==> config.mk <==
export PLATFORM = sky130hd
export DESIGN_NAME = source_text_tokenizer
export DESIGN_NICKNAME = d
export VERILOG_FILES = /design/src/rtl/core/stt_pkg.sv /design/src/rtl/core/stt_lexer.sv /design/src/rtl/core/stt_result_fifo.sv /design/src/rtl/core/source_text_tokenizer.sv
export SDC_FILE = /design/constraint.sdc
export NUM_CORES = 1
export LEC_CHECK = 0
export BUFFER_PORTS_ARGS = -buffer_cell sky130_fd_sc_hd__buf_4
export CORE_MARGIN = 3
export CORE_UTILIZATION = 55
export CTS_CLUSTER_SIZE = 24
export DETAILED_ROUTE_END_ITERATION = 16
export HOLD_SLACK_MARGIN = 0.08
export PLACE_DENSITY_LB_ADDON = 0.15
export SLEW_MARGIN = 20
export SYNTH_ARGS = -nofsm -noshare
export SYNTH_HDL_FRONTEND = slang
export SYNTH_SLANG_ARGS = --single-unit
export TNS_END_PERCENT = 50
==> constraint.sdc <==
create_clock -name clk -period 22.5 [get_ports clk]
set_clock_uncertainty 0.1 [all_clocks]
set_input_delay 4.5 -clock clk [delete_from_list [all_inputs] [get_ports clk]]
set_output_delay 4.5 -clock clk [all_outputs]
set_load 0.02 [all_outputs]
==> src/rtl/core/stt_pkg.sv <==
// ---------------------------------------------------------------------------
// stt_pkg
// Types, token kinds, character codes and classifiers for the tokenizer.
// ---------------------------------------------------------------------------
package stt_pkg;

  // Port field widths
  localparam int CH_W     = 8;
  localparam int KIND_W   = 5;
  localparam int LINE_W   = 16;
  localparam int COL_W    = 16;
  localparam int OFF_W    = 24;
  localparam int LEN_W    = 16;
  localparam int HEAD_W   = 24;

  // Default counter widths
  localparam int POS_BITS_DEF   = 24;
  localparam int COUNT_BITS_DEF = 16;

  // Results per input byte and result queue depth (power of two)
  localparam int MAX_RESULTS    = 3;
  localparam int BURST_CNT_W    = $clog2(MAX_RESULTS + 1);
  localparam int RES_FIFO_DEPTH = 4;

  // Token kinds
  localparam logic [KIND_W-1:0] K_EOF    = 5'd0;
  localparam logic [KIND_W-1:0] K_ERROR  = 5'd1;
  localparam logic [KIND_W-1:0] K_INT    = 5'd2;
  localparam logic [KIND_W-1:0] K_FLOAT  = 5'd3;
  localparam logic [KIND_W-1:0] K_IDENT  = 5'd4;
  localparam logic [KIND_W-1:0] K_STRING = 5'd5;
  localparam logic [KIND_W-1:0] K_FN     = 5'd6;
  localparam logic [KIND_W-1:0] K_VAR    = 5'd7;
  localparam logic [KIND_W-1:0] K_OBJ    = 5'd8;
  localparam logic [KIND_W-1:0] K_LPAREN = 5'd9;
  localparam logic [KIND_W-1:0] K_RPAREN = 5'd10;
  localparam logic [KIND_W-1:0] K_LBRACE = 5'd11;
  localparam logic [KIND_W-1:0] K_RBRACE = 5'd12;
  localparam logic [KIND_W-1:0] K_LBRACK = 5'd13;
  localparam logic [KIND_W-1:0] K_RBRACK = 5'd14;
  localparam logic [KIND_W-1:0] K_SEMI   = 5'd15;
  localparam logic [KIND_W-1:0] K_COLON  = 5'd16;
  localparam logic [KIND_W-1:0] K_PERIOD = 5'd17;
  localparam logic [KIND_W-1:0] K_COMMA  = 5'd18;
  localparam logic [KIND_W-1:0] K_PLUS   = 5'd19;
  localparam logic [KIND_W-1:0] K_MINUS  = 5'd20;
  localparam logic [KIND_W-1:0] K_STAR   = 5'd21;
  localparam logic [KIND_W-1:0] K_DIV    = 5'd22;
  localparam logic [KIND_W-1:0] K_ASSIGN = 5'd23;
  localparam logic [KIND_W-1:0] K_EQ     = 5'd24;
  localparam logic [KIND_W-1:0] K_NOT    = 5'd25;
  localparam logic [KIND_W-1:0] K_NE     = 5'd26;
  localparam logic [KIND_W-1:0] K_GT     = 5'd27;
  localparam logic [KIND_W-1:0] K_GE     = 5'd28;
  localparam logic [KIND_W-1:0] K_LT     = 5'd29;
  localparam logic [KIND_W-1:0] K_LE     = 5'd30;
  localparam logic [KIND_W-1:0] K_LAST   = K_LE;

  // Character codes
  localparam logic [CH_W-1:0] CH_NUL    = 8'h00;
  localparam logic [CH_W-1:0] CH_TAB    = 8'h09;
  localparam logic [CH_W-1:0] CH_LF     = 8'h0A;
  localparam logic [CH_W-1:0] CH_CR     = 8'h0D;
  localparam logic [CH_W-1:0] CH_SPACE  = 8'h20;
  localparam logic [CH_W-1:0] CH_BANG   = 8'h21;
  localparam logic [CH_W-1:0] CH_DQUOTE = 8'h22;
  localparam logic [CH_W-1:0] CH_LPAREN = 8'h28;
  localparam logic [CH_W-1:0] CH_RPAREN = 8'h29;
  localparam logic [CH_W-1:0] CH_STAR   = 8'h2A;
  localparam logic [CH_W-1:0] CH_PLUS   = 8'h2B;
  localparam logic [CH_W-1:0] CH_COMMA  = 8'h2C;
  localparam logic [CH_W-1:0] CH_MINUS  = 8'h2D;
  localparam logic [CH_W-1:0] CH_DOT    = 8'h2E;
  localparam logic [CH_W-1:0] CH_SLASH  = 8'h2F;
  localparam logic [CH_W-1:0] CH_0      = 8'h30;
  localparam logic [CH_W-1:0] CH_9      = 8'h39;
  localparam logic [CH_W-1:0] CH_COLON  = 8'h3A;
  localparam logic [CH_W-1:0] CH_SEMI   = 8'h3B;
  localparam logic [CH_W-1:0] CH_LT     = 8'h3C;
  localparam logic [CH_W-1:0] CH_EQUAL  = 8'h3D;
  localparam logic [CH_W-1:0] CH_GT     = 8'h3E;
  localparam logic [CH_W-1:0] CH_UC_A   = 8'h41;
  localparam logic [CH_W-1:0] CH_UC_Z   = 8'h5A;
  localparam logic [CH_W-1:0] CH_LBRACK = 8'h5B;
  localparam logic [CH_W-1:0] CH_RBRACK = 8'h5D;
  localparam logic [CH_W-1:0] CH_UNDER  = 8'h5F;
  localparam logic [CH_W-1:0] CH_LC_A   = 8'h61;
  localparam logic [CH_W-1:0] CH_LC_Z   = 8'h7A;
  localparam logic [CH_W-1:0] CH_LBRACE = 8'h7B;
  localparam logic [CH_W-1:0] CH_RBRACE = 8'h7D;

  // Keyword heads: up to three leading bytes of an identifier
  localparam logic [HEAD_W-1:0] KW_FN  = 24'h00666E;
  localparam logic [HEAD_W-1:0] KW_VAR = 24'h766172;
  localparam logic [HEAD_W-1:0] KW_OBJ = 24'h6F626A;

  // Lexer mode, one-hot
  typedef enum logic [7:0] {
    M_IDLE    = 8'b0000_0001,
    M_INT     = 8'b0000_0010,
    M_INT_DOT = 8'b0000_0100,
    M_FLOAT   = 8'b0000_1000,
    M_IDENT   = 8'b0001_0000,
    M_STRING  = 8'b0010_0000,
    M_COMMENT = 8'b0100_0000,
    M_OP      = 8'b1000_0000
  } mode_t;

  // Operator waiting for its lookahead byte
  typedef enum logic [2:0] {
    OP_NONE   = 3'd0,
    OP_ASSIGN = 3'd1,
    OP_BANG   = 3'd2,
    OP_GT     = 3'd3,
    OP_LT     = 3'd4,
    OP_SLASH  = 3'd5
  } op_t;

  // One result beat
  typedef struct packed {
    logic [KIND_W-1:0] kind;
    logic [LINE_W-1:0] line;
    logic [COL_W-1:0]  column;
    logic [OFF_W-1:0]  offset;
    logic [LEN_W-1:0]  length;
    logic              last;
  } tok_t;

  // All results caused by one input byte
  typedef struct packed {
    logic [BURST_CNT_W-1:0]      count;
    tok_t [MAX_RESULTS-1:0]      tok;
  } burst_t;

  function automatic logic is_numeral(input logic [CH_W-1:0] c);
    return (c >= CH_0) && (c <= CH_9);
  endfunction

  function automatic logic is_letter(input logic [CH_W-1:0] c);
    return ((c >= CH_LC_A) && (c <= CH_LC_Z)) || ((c >= CH_UC_A) && (c <= CH_UC_Z)) ||
           (c == CH_UNDER);
  endfunction

  function automatic logic is_skip(input logic [CH_W-1:0] c);
    return (c == CH_NUL) || (c == CH_SPACE) || (c == CH_CR) || (c == CH_TAB) ||
           (c == CH_LF);
  endfunction

  function automatic logic is_op_start(input logic [CH_W-1:0] c);
    return (c == CH_EQUAL) || (c == CH_BANG) || (c == CH_GT) || (c == CH_LT) ||
           (c == CH_SLASH);
  endfunction

  function automatic op_t op_code(input logic [CH_W-1:0] c);
    op_t o;
    case (c)
      CH_EQUAL: o = OP_ASSIGN;
      CH_BANG:  o = OP_BANG;
      CH_GT:    o = OP_GT;
      CH_LT:    o = OP_LT;
      default:  o = OP_SLASH;
    endcase
    return o;
  endfunction

  // Kind of a comparison operator, with or without a trailing '='
  function automatic logic [KIND_W-1:0] op_kind(input op_t o, input logic with_eq);
    logic [KIND_W-1:0] k;
    case (o)
      OP_ASSIGN: k = with_eq ? K_EQ : K_ASSIGN;
      OP_BANG:   k = with_eq ? K_NE : K_NOT;
      OP_GT:     k = with_eq ? K_GE : K_GT;
      OP_LT:     k = with_eq ? K_LE : K_LT;
      default:   k = K_DIV;
    endcase
    return k;
  endfunction

  // Single-byte punctuation; anything else is an error token
  function automatic logic [KIND_W-1:0] single_kind(input logic [CH_W-1:0] c);
    logic [KIND_W-1:0] k;
    case (c)
      CH_LPAREN: k = K_LPAREN;
      CH_RPAREN: k = K_RPAREN;
      CH_LBRACE: k = K_LBRACE;
      CH_RBRACE: k = K_RBRACE;
      CH_LBRACK: k = K_LBRACK;
      CH_RBRACK: k = K_RBRACK;
      CH_SEMI:   k = K_SEMI;
      CH_COLON:  k = K_COLON;
      CH_DOT:    k = K_PERIOD;
      CH_COMMA:  k = K_COMMA;
      CH_PLUS:   k = K_PLUS;
      CH_MINUS:  k = K_MINUS;
      CH_STAR:   k = K_STAR;
      default:   k = K_ERROR;
    endcase
    return k;
  endfunction

endpackage

==> src/rtl/core/stt_lexer.sv <==
// ---------------------------------------------------------------------------
// stt_lexer
// Lexer state and the single-pass step that turns one byte into up to three
// token beats.
// ---------------------------------------------------------------------------
module stt_lexer #(
  parameter int POS_BITS   = stt_pkg::POS_BITS_DEF,
  parameter int COUNT_BITS = stt_pkg::COUNT_BITS_DEF
) (
  input  logic                   clk,
  input  logic                   rst,
  input  logic                   step,
  input  logic [stt_pkg::CH_W-1:0] ch,
  output stt_pkg::burst_t        burst
);
  import stt_pkg::*;

  localparam int SUM_W = ((POS_BITS > COUNT_BITS) ? POS_BITS : COUNT_BITS) + 1;
  localparam logic [POS_BITS-1:0]   POS_MAX   = '1;
  localparam logic [COUNT_BITS-1:0] COUNT_MAX = '1;

  // State
  mode_t                 mode, mode_next;
  op_t                   pend, pend_next;
  logic [POS_BITS-1:0]   st_off, st_off_next;
  logic [COUNT_BITS-1:0] st_line, st_line_next;
  logic [COUNT_BITS-1:0] st_col, st_col_next;
  logic [COUNT_BITS-1:0] run_len, run_len_next;
  logic [HEAD_W-1:0]     head, head_next;
  logic [POS_BITS-1:0]   cur_off, cur_off_next;
  logic [COUNT_BITS-1:0] cur_line, cur_line_next;
  logic [COUNT_BITS-1:0] cur_col, cur_col_next;

  // Step terms
  logic                   consumed;
  logic                   start_run;
  logic [1:0]             close_n;
  tok_t                   close_tok0, close_tok1;
  logic                   start_v;
  tok_t                   start_tok;
  logic                   eof_v;
  tok_t                   eof_tok;
  logic [BURST_CNT_W-1:0] slot;
  logic [KIND_W-1:0]      id_kind;

  function automatic logic [COUNT_BITS-1:0] cnt_add(input logic [COUNT_BITS-1:0] a,
                                                    input logic [COUNT_BITS-1:0] b);
    logic [COUNT_BITS:0] s;
    s = (COUNT_BITS+1)'(a) + (COUNT_BITS+1)'(b);
    return s[COUNT_BITS] ? COUNT_MAX : s[COUNT_BITS-1:0];
  endfunction

  function automatic logic [POS_BITS-1:0] pos_add(input logic [POS_BITS-1:0]   a,
                                                  input logic [COUNT_BITS-1:0] b);
    logic [SUM_W-1:0] s;
    s = SUM_W'(a) + SUM_W'(b);
    return (s > SUM_W'(POS_MAX)) ? POS_MAX : POS_BITS'(s);
  endfunction

  function automatic tok_t mk_tok(input logic [KIND_W-1:0]     k,
                                  input logic [POS_BITS-1:0]   off,
                                  input logic [COUNT_BITS-1:0] ln,
                                  input logic [COUNT_BITS-1:0] col,
                                  input logic [COUNT_BITS-1:0] len);
    tok_t t;
    t.kind   = k;
    t.line   = LINE_W'(ln);
    t.column = COL_W'(col);
    t.offset = OFF_W'(off);
    t.length = LEN_W'(len);
    t.last   = 1'b0;
    return t;
  endfunction

  // Classify a finished identifier against the keywords
  always_comb begin
    if (run_len == COUNT_BITS'(2) && head == KW_FN) begin
      id_kind = K_FN;
    end else if (run_len == COUNT_BITS'(3) && head == KW_VAR) begin
      id_kind = K_VAR;
    end else if (run_len == COUNT_BITS'(3) && head == KW_OBJ) begin
      id_kind = K_OBJ;
    end else begin
      id_kind = K_IDENT;
    end
  end

  // Step: close or extend the open token, start the next, handle end of text
  always_comb begin
    mode_next     = mode;
    pend_next     = pend;
    st_off_next   = st_off;
    st_line_next  = st_line;
    st_col_next   = st_col;
    run_len_next  = run_len;
    head_next     = head;
    cur_off_next  = cur_off;
    cur_line_next = cur_line;
    cur_col_next  = cur_col;
    consumed      = 1'b0;
    start_run     = 1'b0;
    close_n       = 2'd0;
    close_tok0    = '0;
    close_tok1    = '0;
    start_v       = 1'b0;
    start_tok     = '0;
    eof_v         = 1'b0;
    eof_tok       = '0;

    // Extend or close the open token
    case (mode)
      M_INT: begin
        if (is_numeral(ch)) begin
          run_len_next = cnt_add(run_len, COUNT_BITS'(1));
          consumed     = 1'b1;
        end else if (ch == CH_DOT) begin
          mode_next = M_INT_DOT;
          consumed  = 1'b1;
        end else begin
          close_n    = 2'd1;
          close_tok0 = mk_tok(K_INT, st_off, st_line, st_col, run_len);
        end
      end
      M_INT_DOT: begin
        if (is_numeral(ch)) begin
          run_len_next = cnt_add(run_len, COUNT_BITS'(2));
          mode_next    = M_FLOAT;
          consumed     = 1'b1;
        end else begin
          // digits then a lone period: integer, then the period
          close_n    = 2'd2;
          close_tok0 = mk_tok(K_INT, st_off, st_line, st_col, run_len);
          close_tok1 = mk_tok(K_PERIOD, pos_add(st_off, run_len), st_line,
                              cnt_add(st_col, run_len), COUNT_BITS'(1));
        end
      end
      M_FLOAT: begin
        if (is_numeral(ch)) begin
          run_len_next = cnt_add(run_len, COUNT_BITS'(1));
          consumed     = 1'b1;
        end else begin
          close_n    = 2'd1;
          close_tok0 = mk_tok(K_FLOAT, st_off, st_line, st_col, run_len);
        end
      end
      M_IDENT: begin
        if (is_letter(ch)) begin
          if (run_len < COUNT_BITS'(3)) begin
            head_next = {head[HEAD_W-CH_W-1:0], ch};
          end
          run_len_next = cnt_add(run_len, COUNT_BITS'(1));
          consumed     = 1'b1;
        end else begin
          close_n    = 2'd1;
          close_tok0 = mk_tok(id_kind, st_off, st_line, st_col, run_len);
        end
      end
      M_STRING: begin
        if (ch == CH_NUL) begin
          // unterminated string
          close_n    = 2'd1;
          close_tok0 = mk_tok(K_ERROR, st_off, st_line, st_col, run_len);
        end else begin
          run_len_next = cnt_add(run_len, COUNT_BITS'(1));
          consumed     = 1'b1;
          if (ch == CH_DQUOTE) begin
            close_n    = 2'd1;
            close_tok0 = mk_tok(K_STRING, st_off, st_line, st_col, run_len_next);
            mode_next  = M_IDLE;
          end
        end
      end
      M_COMMENT: begin
        consumed = (ch != CH_LF) && (ch != CH_NUL);
      end
      M_OP: begin
        if (pend == OP_SLASH) begin
          if (ch == CH_SLASH) begin
            mode_next = M_COMMENT;
            consumed  = 1'b1;
          end else begin
            close_n    = 2'd1;
            close_tok0 = mk_tok(K_DIV, st_off, st_line, st_col, run_len);
          end
        end else if (ch == CH_EQUAL) begin
          run_len_next = COUNT_BITS'(2);
          close_n      = 2'd1;
          close_tok0   = mk_tok(op_kind(pend, 1'b1), st_off, st_line, st_col,
                                COUNT_BITS'(2));
          mode_next    = M_IDLE;
          consumed     = 1'b1;
        end else begin
          close_n    = 2'd1;
          close_tok0 = mk_tok(op_kind(pend, 1'b0), st_off, st_line, st_col, run_len);
        end
      end
      default: begin
      end
    endcase

    // Start the next token from this byte
    if (!consumed) begin
      mode_next = M_IDLE;
      if (is_numeral(ch)) begin
        mode_next = M_INT;
        start_run = 1'b1;
      end else if (is_letter(ch)) begin
        mode_next = M_IDENT;
        start_run = 1'b1;
        head_next = HEAD_W'(ch);
      end else if (ch == CH_DQUOTE) begin
        mode_next = M_STRING;
        start_run = 1'b1;
      end else if (is_op_start(ch)) begin
        mode_next = M_OP;
        start_run = 1'b1;
        pend_next = op_code(ch);
      end else if (!is_skip(ch)) begin
        start_v   = 1'b1;
        start_tok = mk_tok(single_kind(ch), cur_off, cur_line, cur_col, COUNT_BITS'(1));
      end
    end
    if (start_run) begin
      st_off_next  = cur_off;
      st_line_next = cur_line;
      st_col_next  = cur_col;
      run_len_next = COUNT_BITS'(1);
    end

    // End of text: emit EOF and return to reset; otherwise advance position
    if (ch == CH_NUL) begin
      eof_v         = 1'b1;
      eof_tok       = mk_tok(K_EOF, cur_off, cur_line, cur_col, '0);
      mode_next     = M_IDLE;
      pend_next     = OP_NONE;
      st_off_next   = '0;
      st_line_next  = COUNT_BITS'(1);
      st_col_next   = COUNT_BITS'(1);
      run_len_next  = '0;
      head_next     = '0;
      cur_off_next  = '0;
      cur_line_next = COUNT_BITS'(1);
      cur_col_next  = COUNT_BITS'(1);
    end else begin
      cur_off_next = pos_add(cur_off, COUNT_BITS'(1));
      if (ch == CH_LF) begin
        cur_line_next = cnt_add(cur_line, COUNT_BITS'(1));
        cur_col_next  = COUNT_BITS'(1);
      end else begin
        cur_col_next = cnt_add(cur_col, COUNT_BITS'(1));
      end
    end

    // Drop a pending operator once its mode is left
    if (mode_next != M_OP && mode_next != M_COMMENT) begin
      pend_next = OP_NONE;
    end
  end

  // Pack the beats in order and mark the last one
  always_comb begin
    burst = '0;
    if (close_n != 2'd0) begin
      burst.tok[0] = close_tok0;
    end
    if (close_n == 2'd2) begin
      burst.tok[1] = close_tok1;
    end
    slot = BURST_CNT_W'(close_n);
    if (start_v && slot < BURST_CNT_W'(MAX_RESULTS)) begin
      burst.tok[slot] = start_tok;
      slot            = slot + BURST_CNT_W'(1);
    end
    if (eof_v && slot < BURST_CNT_W'(MAX_RESULTS)) begin
      burst.tok[slot] = eof_tok;
      slot            = slot + BURST_CNT_W'(1);
    end
    burst.count = slot;
    if (slot != '0) begin
      burst.tok[slot - BURST_CNT_W'(1)].last = 1'b1;
    end
  end

  // Advance state on each stepped byte
  always_ff @(posedge clk) begin
    if (rst) begin
      mode     <= M_IDLE;
      pend     <= OP_NONE;
      st_off   <= '0;
      st_line  <= COUNT_BITS'(1);
      st_col   <= COUNT_BITS'(1);
      run_len  <= '0;
      head     <= '0;
      cur_off  <= '0;
      cur_line <= COUNT_BITS'(1);
      cur_col  <= COUNT_BITS'(1);
    end else if (step) begin
      mode     <= mode_next;
      pend     <= pend_next;
      st_off   <= st_off_next;
      st_line  <= st_line_next;
      st_col   <= st_col_next;
      run_len  <= run_len_next;
      head     <= head_next;
      cur_off  <= cur_off_next;
      cur_line <= cur_line_next;
      cur_col  <= cur_col_next;
    end
  end

endmodule

==> src/rtl/core/stt_result_fifo.sv <==
// ---------------------------------------------------------------------------
// stt_result_fifo
// Small result queue: takes up to three beats per cycle, hands out one.
// ---------------------------------------------------------------------------
module stt_result_fifo (
  input  logic            clk,
  input  logic            rst,
  input  logic            push,
  input  stt_pkg::burst_t burst,
  input  logic            pop,
  output stt_pkg::tok_t   head,
  output logic            valid,
  output logic            room
);
  import stt_pkg::*;

  localparam int DEPTH = RES_FIFO_DEPTH;
  localparam int PTR_W = $clog2(DEPTH);
  localparam int CNT_W = $clog2(DEPTH + 1);

  tok_t             mem [DEPTH];
  logic [PTR_W-1:0] wr_ptr;
  logic [PTR_W-1:0] rd_ptr;
  logic [CNT_W-1:0] count;
  logic [CNT_W-1:0] push_n;

  assign push_n = push ? CNT_W'(burst.count) : '0;
  assign valid  = (count != '0);
  assign head   = mem[rd_ptr];
  // room for a full burst, ignoring this cycle's pop
  assign room   = (count <= CNT_W'(DEPTH - MAX_RESULTS));

  // Write the burst's beats at consecutive slots; pointers wrap on a power of two
  always_ff @(posedge clk) begin
    for (int j = 0; j < MAX_RESULTS; j++) begin
      if (push && (BURST_CNT_W'(j) < burst.count)) begin
        mem[wr_ptr + PTR_W'(j)] <= burst.tok[j];
      end
    end
  end

  // Track pointers and fill level
  always_ff @(posedge clk) begin
    if (rst) begin
      wr_ptr <= '0;
      rd_ptr <= '0;
      count  <= '0;
    end else begin
      wr_ptr <= wr_ptr + PTR_W'(push_n);
      if (pop) begin
        rd_ptr <= rd_ptr + PTR_W'(1);
      end
      count <= count + push_n - CNT_W'(pop);
    end
  end

endmodule

==> src/rtl/core/source_text_tokenizer.sv <==
// ---------------------------------------------------------------------------
// source_text_tokenizer: streaming lexer, one source byte per beat in
// Path: a byte is held in the input register, then stepped through the lexer into
// the result queue once the queue has room for a full burst.
// Throughput: one byte per cycle while the queue has room for a full burst.
// Reset: rst clears position, lexer mode and the result queue; a 0 byte resets too.
// ---------------------------------------------------------------------------
module source_text_tokenizer #(
  parameter int POS_BITS   = stt_pkg::POS_BITS_DEF,
  parameter int COUNT_BITS = stt_pkg::COUNT_BITS_DEF
) (
  input  logic                       clk,
  input  logic                       rst,
  input  logic                       in_valid,
  output logic                       in_stall,
  input  logic [stt_pkg::CH_W-1:0]   ch,
  output logic                       out_valid,
  input  logic                       out_stall,
  output logic [stt_pkg::KIND_W-1:0] kind,
  output logic [stt_pkg::LINE_W-1:0] tok_line,
  output logic [stt_pkg::COL_W-1:0]  tok_column,
  output logic [stt_pkg::OFF_W-1:0]  tok_offset,
  output logic [stt_pkg::LEN_W-1:0]  tok_length,
  output logic                       last
);
  import stt_pkg::*;

  logic            in_full;
  logic [CH_W-1:0] ch_q;
  logic            advance;
  logic            room;
  logic            pop;
  burst_t          burst;
  tok_t            head;

  // Step the lexer when a byte is held and the queue can take a full burst
  assign advance  = in_full && room;
  assign in_stall = in_full && !room;
  assign pop      = out_valid && !out_stall;

  // Input register
  always_ff @(posedge clk) begin
    if (rst) begin
      in_full <= 1'b0;
    end else if (in_valid && !in_stall) begin
      in_full <= 1'b1;
    end else if (advance) begin
      in_full <= 1'b0;
    end
  end

  always_ff @(posedge clk) begin
    if (in_valid && !in_stall) begin
      ch_q <= ch;
    end
  end

  stt_lexer #(
    .POS_BITS   (POS_BITS),
    .COUNT_BITS (COUNT_BITS)
  ) u_lexer (
    .clk   (clk),
    .rst   (rst),
    .step  (advance),
    .ch    (ch_q),
    .burst (burst)
  );

  stt_result_fifo u_fifo (
    .clk   (clk),
    .rst   (rst),
    .push  (advance),
    .burst (burst),
    .pop   (pop),
    .head  (head),
    .valid (out_valid),
    .room  (room)
  );

  // Result beat fields
  assign kind       = head.kind;
  assign tok_line   = head.line;
  assign tok_column = head.column;
  assign tok_offset = head.offset;
  assign tok_length = head.length;
  assign last       = head.last;

endmodule

==> impl_metrics.csv, run 1 <==
group,metric,value,unit
critical_path,critPathSlowestCell,"or4b_1",
clocking,root_buffer,"clkbuf_16",
timing,relSlewSlack,0.249,
synthesis,synthTopCellsByArea,"edfxtp_1, dfxtp_1, a21oi_1, nand2_1, mux4_2",
timing,hold_viol_final,0,
power_and_ir_drop,p_leak,12.2,nW
finish,areaGrowthSynthToFinish,9.35,%
grt,grt_pass1_vias,26400,
timing,fin_hold_ws,0.388,ns
synthesis,yosysSeqAreaShare,0.432,
clocking,cts.sinks,493,
job,maxCapViolCount,0,
clocking,clkTransAtPathRegs,0.06,ns
placed_design,dp_hpwl,63000,um
timing,min_period,8.64,ns
grt,grt_pass1_wl,154000,um
route,first_pass_iters,6,
die,die_h,241,um
die,ios,92,
synthesis,synth_cells,3450,
critical_path,crit_chain,"or4b_1 -> nor4_2 -> nor2_4 -> and4bb_4 -> clkinv_2 -> ha_1 -> a21oi_1 -> o2111a_1 -> and3_1 -> nand3_1 -> and2_1 -> inv_1 -> ha_1 -> nor3_2 -> buf_4 -> a21oi_1 -> nand3_1 -> a31oi_4 -> buf_4 -> nand2_2 -> buf_4 -> nand2_1 -> o22ai_1",
placed_design,portBuffers,91,
placed_design,gp_congestion,0.940,
synthesis,synth_top_area_share,0.317,
power_and_ir_drop,powerDensity,76.2,nW/um2
grt,grt_use_total,0.344,
timing,worst_pin_slew,1.13,ns
synthesis,ys_async_sr_fraction,0,
synthesis,yosys.area.top_type,"edfxtp_1",
die,core-area,54100,um2
power_and_ir_drop,vdd_drop_max,0.0000858,V
finish,nets,3397,
timing,setup_viol,0,
die,die_w,241,um
clocking,clockBufferDepth,3,
synthesis,synth.most_common_cell,"nand2_1",
clocking,h-tree-depth,2,
timing,rsz0062_at_grt,"no",
die,fp-row-count,85,
route,vias_per_cell,6.87,
critical_path,cp_common_cell,"buf_4",
finish,layout-drive-gt1-share,0.111,
die,start_util,0.559,
clocking,cts_tree,"done",
clocking,hold_buffers,0,
route,drc,0,
synthesis,ys_ff_latch,493,
clocking,cts_setup_buffers,0,
route,dr_wl_met2,44900,um
run_status,status,"completed",
timing,slew_violations,0,
critical_path,crit_type,"flip-flop to flip-flop",
grt,grt_max_degree,84,
synthesis,synth_edf_count,320,
synthesis,syn_area,30300,um2
route,dr.max_layer_used,"met5",
timing,timing.fmax,116,MHz
route,routedWlPerCell,25.1,um
synthesis,ys_types,97,
route,wl_met3,12000,um
timing,tns,0,ns
critical_path,cp_max_fo,40,
critical_path,startpoint_type,"flip-flop",
die,fp.dieArea,57900,um2
clocking,cts_resized,0,
route,num_vias,28000,
route,routed_wl,102000,um
critical_path,endpoint_kind,"flip-flop",
route,drtIter0Drc,3741,
synthesis,synth_warnings,0,
clocking,clk_latency,0.63,ns
critical_path,cp.arrival,8.88,ns
grt,antenna_found_initial,1,
timing,finalCritPeriodShare,0.384,
synthesis,synth_common_cells,"nand2_1, a21oi_1, edfxtp_1",
critical_path,cpPeakStageDelay,0.68,ns
clocking,numCtsBuffers,56,
route,wl_met1,41600,um
synthesis,synth.avg_cell_area,8.78,um2
route,drtAntennaViolNets,0,
worst_hold_path,hold_path_class,"flip-flop to flip-flop",
grt,grt-ovfl-total,0,
critical_path,worstPathRequired,22.74,ns
synthesis,syn_nets,3517,
synthesis,synth_ff_type,"edfxtp_1",
[state kept, by name, summed over array words and instances (netlist names), 3 cells and up, named ones only]
register          count
u_lexer.st_line      16
u_lexer.run_len      16
u_lexer.cur_line     16
u_lexer.mode          8
u_fifo.mem          312
u_lexer.st_col       16
u_fifo.count          3
u_lexer.cur_off      24
u_lexer.head         24
u_lexer.pend          3
u_lexer.st_off       24
ch_q                  8
u_lexer.cur_col      16
[area by class of cell]
cell class | count | area, um2
clock inverters | 34 | 475
well taps | 696 | 871
fillers | 4572 | 21000
clock buffers | 71 | 1550
repair buffers | 137 | 1030
inverters | 40 | 151
diodes | 2 | 5.00
multi-input cells | 2602 | 16000
flip-flops and latches | 493 | 13100
[cell usage in the layout, fill, tap and decap left out, types with 18 or more instances in the layout]
cell / synthesis / layout
nand4_1: 19 / 19
nor3_1: 54 / 52
a22o_1: 29 / 28
nand2_1: 574 / 572
xnor2_1: 23 / 23
edfxtp_1: 320 / 320
buf_4: 4 / 137
and3_1: 40 / 40
a22oi_1: 150 / 150
xor2_1: 27 / 27
o211ai_1: 25 / 25
o22ai_1: 24 / 24
clkbuf_16: 0 / 59
nor2b_1: 34 / 34
dfxtp_1: 173 / 171
ha_1: 52 / 52
and2_1: 19 / 18
a21oi_1: 526 / 524
mux4_2: 78 / 78
a211oi_1: 29 / 26
nor4_1: 19 / 18
o21ai_0: 225 / 223
inv_1: 39 / 39
a31oi_1: 29 / 25
nand3_1: 81 / 81
nor2_1: 263 / 262
[critical path: cells and delay by family (launching register included)]
family,cells,cell delay [ns]
AOI/OAI and AO/OA,5,1.07
buffers and inverters,5,1.47
and+or+nand+nor,11,4.61
adders and majority gates,2,0.44
DFF,1,0.62
[cell families after synthesis]
family          share of synthesized area
compound gates                      0.235
xor+xnor                           0.0145
fa+ha+maj                          0.0235
buf+inv                            0.0489
flops                               0.432
mux                                0.0617
simple gates                        0.185
[stage by stage]
| step | worst slack [ns] | total power [mW] | std cells | utilization | area (um2) |
|---|---|---|---|---|---|
| 2_1_floorplan | 7.87 | 1.35 | 3450 | - | 30300 |
| 3_3_place_gp | 14.24 | 1.53 | 3968 | 0.574 | 31100 |
| 3_5_place_dp | 14.06 | 1.53 | 3968 | 0.574 | 31100 |
| 4_1_cts | 14.05 | 2.53 | 4073 | 0.612 | 33100 |
| 5_1_grt | 13.44 | 2.60 | 4073 | 0.612 | 33100 |
| 6_report | 13.86 | 2.52 | 4075 | 0.612 | 33100 |
[power breakdown]
group          internal, mW  switching, mW
logic                 0.194          0.280
clock network         0.614          0.396
registers             0.998         0.0418
total                  1.81          0.717
[layer usage]
metal  vias up  track usage
met4         2        0.139
met1     13300        0.478
li1      12600            -
met3       281       0.0826
met5         -            0
met2      1817        0.521
[final timing paths]
kind	startpoint	endpoint	slack, ns	depth (start not counted)
max reg2reg	ch_q[4]$_DFFE_PP_	u_fifo.mem[3][76]$_DFFE_PP_	13.86	23
min reg2reg	u_lexer.head[13]$_SDFFE_PP0P_	u_lexer.head[21]$_SDFFE_PP0P_	0.39	1
max	ch_q[4]$_DFFE_PP_	u_fifo.mem[3][76]$_DFFE_PP_	13.86	23
min	u_lexer.head[13]$_SDFFE_PP0P_	u_lexer.head[21]$_SDFFE_PP0P_	0.39	1
Note: power is estimated with default switching activity, not from simulation.
==> run 2: changes to the inputs <==
==> constraint.sdc (replaced) <==
create_clock -name clk -period 8.6 [get_ports clk]
set_clock_uncertainty 0.1 [all_clocks]
set_input_delay 1.72 -clock clk [delete_from_list [all_inputs] [get_ports clk]]
set_output_delay 1.72 -clock clk [all_outputs]
set_load 0.02 [all_outputs]
==> run 2 against run 1 <==
Setup slack worse by 13 ns. Power rose to 2.5 times the previous value. Non-clock buffer count increased by 17. Global-route usage increased by 0.055 points. Critical endpoint is now u_fifo.mem[2][34]$_DFFE_PP_. Cell area is essentially flat. Clock-buffer cell count grew 2. Fmax increased by 9.3%. Sequential share of layout area about the same. Largest power group unchanged. Register-to-register slack worse by 13 ns.
==> impl_metrics.csv, run 2 (synthesized netlist as in run 1, its figures left out) <==
group,metric,value,unit
die,die_h,241,um
run_status,status,"completed",
timing,fin_hold_ws,0.384,ns
power_and_ir_drop,p_leak,12.2,nW
timing,min_period,7.90,ns
clocking,cts_setup_buffers,0,
finish,layout_commonest_cell,"nand2_1",
power_and_ir_drop,sw_frac_of_total,0.290,
power_and_ir_drop,finalPower,6.33,mW
route,drtIter0Drc,3502,
timing,worst_pin_slew,1.10,ns
die,ios,92,
finish,areaGrowthSynthToFinish,9.38,%
critical_path,worstPathRequired,8.83,ns
job,maxCapViolCount,0,
timing,relSlewSlack,0.268,
power_and_ir_drop,powerDensity,191,nW/um2
route,routed_wl,101000,um
worst_hold_path,hold_path_depth,1,
finish,multi_input_area,16000,um2
die,fp-row-count,85,
timing,hold_viol_final,0,
power_and_ir_drop,vdd_drop_max,0.000156,V
power_and_ir_drop,p_sw,1.84,mW
route,num_vias,28100,
clocking,cts_tree,"done",
critical_path,worst_r2r_path_depth,19,
clocking,hold_buffers,0,
route,vias_per_cell,6.87,
grt,grt_use_total,0.345,
clocking,clockBufferDepth,3,
route,drc,0,
placed_design,portBuffers,91,
timing,tns,0,ns
timing,timing.fmax,127,MHz
clocking,clkTransAtPathRegs,0.06,ns
timing,finalCritPeriodShare,0.919,
worst_hold_path,hold_path_class,"flip-flop to flip-flop",
critical_path,crit_type,"flip-flop to flip-flop",
critical_path,startpoint_type,"flip-flop",
placed_design,dp_hpwl,62600,um
route,routedWlPerCell,24.7,um
die,core-area,54100,um2
finish,regArea,13100,um2
finish,utilization,0.612,
timing,setup_viol,0,
die,fp.dieArea,57900,um2
clocking,h-tree-depth,2,
finish,final_cell_mix,"nand2_1, a21oi_1, edfxtp_1, nor2_1, o21ai_0",
power_and_ir_drop,seqPwrFrac,0.430,
clocking,cts.sinks,493,
critical_path,cp.arrival,8.14,ns
finish,largest_reg_flops,312,
placed_design,gp_congestion,0.952,
critical_path,cp_max_fo,65,
clocking,cts_resized,0,
grt,grt_pass1_vias,26700,
clocking,root_buffer,"clkbuf_16",
power_and_ir_drop,p_clk_frac,0.373,
timing,rsz0062_at_grt,"no",
finish,top_register,"u_fifo.mem",
finish,fillCellCount,4512,
clocking,numCtsBuffers,54,
timing,slew_violations,0,
power_and_ir_drop,power.internal,4.49,mW
grt,antenna_found_initial,1,
grt,grt-ovfl-total,0,
die,die_w,241,um
route,drtAntennaViolNets,0,
die,start_util,0.559,
route,first_pass_iters,6,
finish,nets,3412,
grt,grt_pass1_wl,155000,um
power_and_ir_drop,comb_power_share,0.198,
grt,grt_max_degree,96,
clocking,clk_latency,0.62,ns
finish,layout-drive-gt1-share,0.115,
critical_path,endpoint_kind,"flip-flop",
-- run 2: cell count changes in the layout (fill, tap and decap cells not counted), sizes merged --
cell / previous run / this run
buf: 137 / 154
bufinv: 11 / 3
clkbuf: 71 / 73
clkinv: 20 / 24
clkinvlp: 3 / 0
diode: 2 / 1
inv: 40 / 42
-- run 2: final cells by class --
class | count | area share
well taps | 696 | 0.0263
clock buffers | 73 | 0.0470
multi-input cells | 2602 | 0.482
inverters | 40 | 0.00457
flip-flops and latches | 493 | 0.395
repair buffers | 154 | 0.0377
clock inverters | 29 | 0.00733
diodes | 1 | 0.0000755
-- run 2: power by group through the flow --
stage / registers (mW) / logic [mW] / clock network, mW
floorplan: 2.69 / 0.833 / 0
global placement: 2.76 / 1.24 / 0
detailed placement: 2.77 / 1.25 / 0
CTS: 2.72 / 1.25 / 2.39
global route: 2.73 / 1.33 / 2.48
finish: 2.72 / 1.25 / 2.36
-- run 2: worst paths after layout --
check / startpoint / to / slack (ns)
hold / removal: u_lexer.head[13]$_SDFFE_PP0P_ / u_lexer.head[21]$_SDFFE_PP0P_ / 0.38
setup reg to reg: ch_q[4]$_DFFE_PP_ / u_fifo.mem[2][34]$_DFFE_PP_ / 0.70
setup / recovery: ch_q[4]$_DFFE_PP_ / u_fifo.mem[2][34]$_DFFE_PP_ / 0.70
hold reg to reg: u_lexer.head[13]$_SDFFE_PP0P_ / u_lexer.head[21]$_SDFFE_PP0P_ / 0.38
-- run 2: critical path, stage by stage (launching register included) --
cell,delay [ns]
edfxtp_1,0.59
or4b_1,0.68
o311ai_1,0.50
a21oi_1,0.14
and4bb_4,0.46
clkinv_2,0.19
ha_1,0.25
a21oi_1,0.12
o2111a_1,0.24
nand3_1,0.30
o21ai_2,0.64
and2_1,0.29
inv_1,0.08
ha_1,0.20
or3_1,0.69
a211oi_4,1.00
buf_4,0.80
a21oi_1,0.09
o31ai_1,0.11
o21ai_0,0.13
-- run 2: routing by layer --
metal  GRT usage  wire [um]  part of all wire  vias up
li1            -          -                 -    12600
met1       0.469      39600              0.39    13400
met2       0.540      45700              0.45     1795
met3      0.0692      11200              0.11      329
met4       0.148       4290             0.042        2
met5           0         17           0.00017        -
-- run 2: metrics by stage --
stage               instance area [um2]  setup slack [ns]  cells
detailed placement                31300             0.851   3985
global placement                  31300              1.00   3985
CTS                               33100             0.824   4087
floorplan                         30300            -0.358   3450
finish                            33100             0.696   4088
global route                      33100             0.282   4087
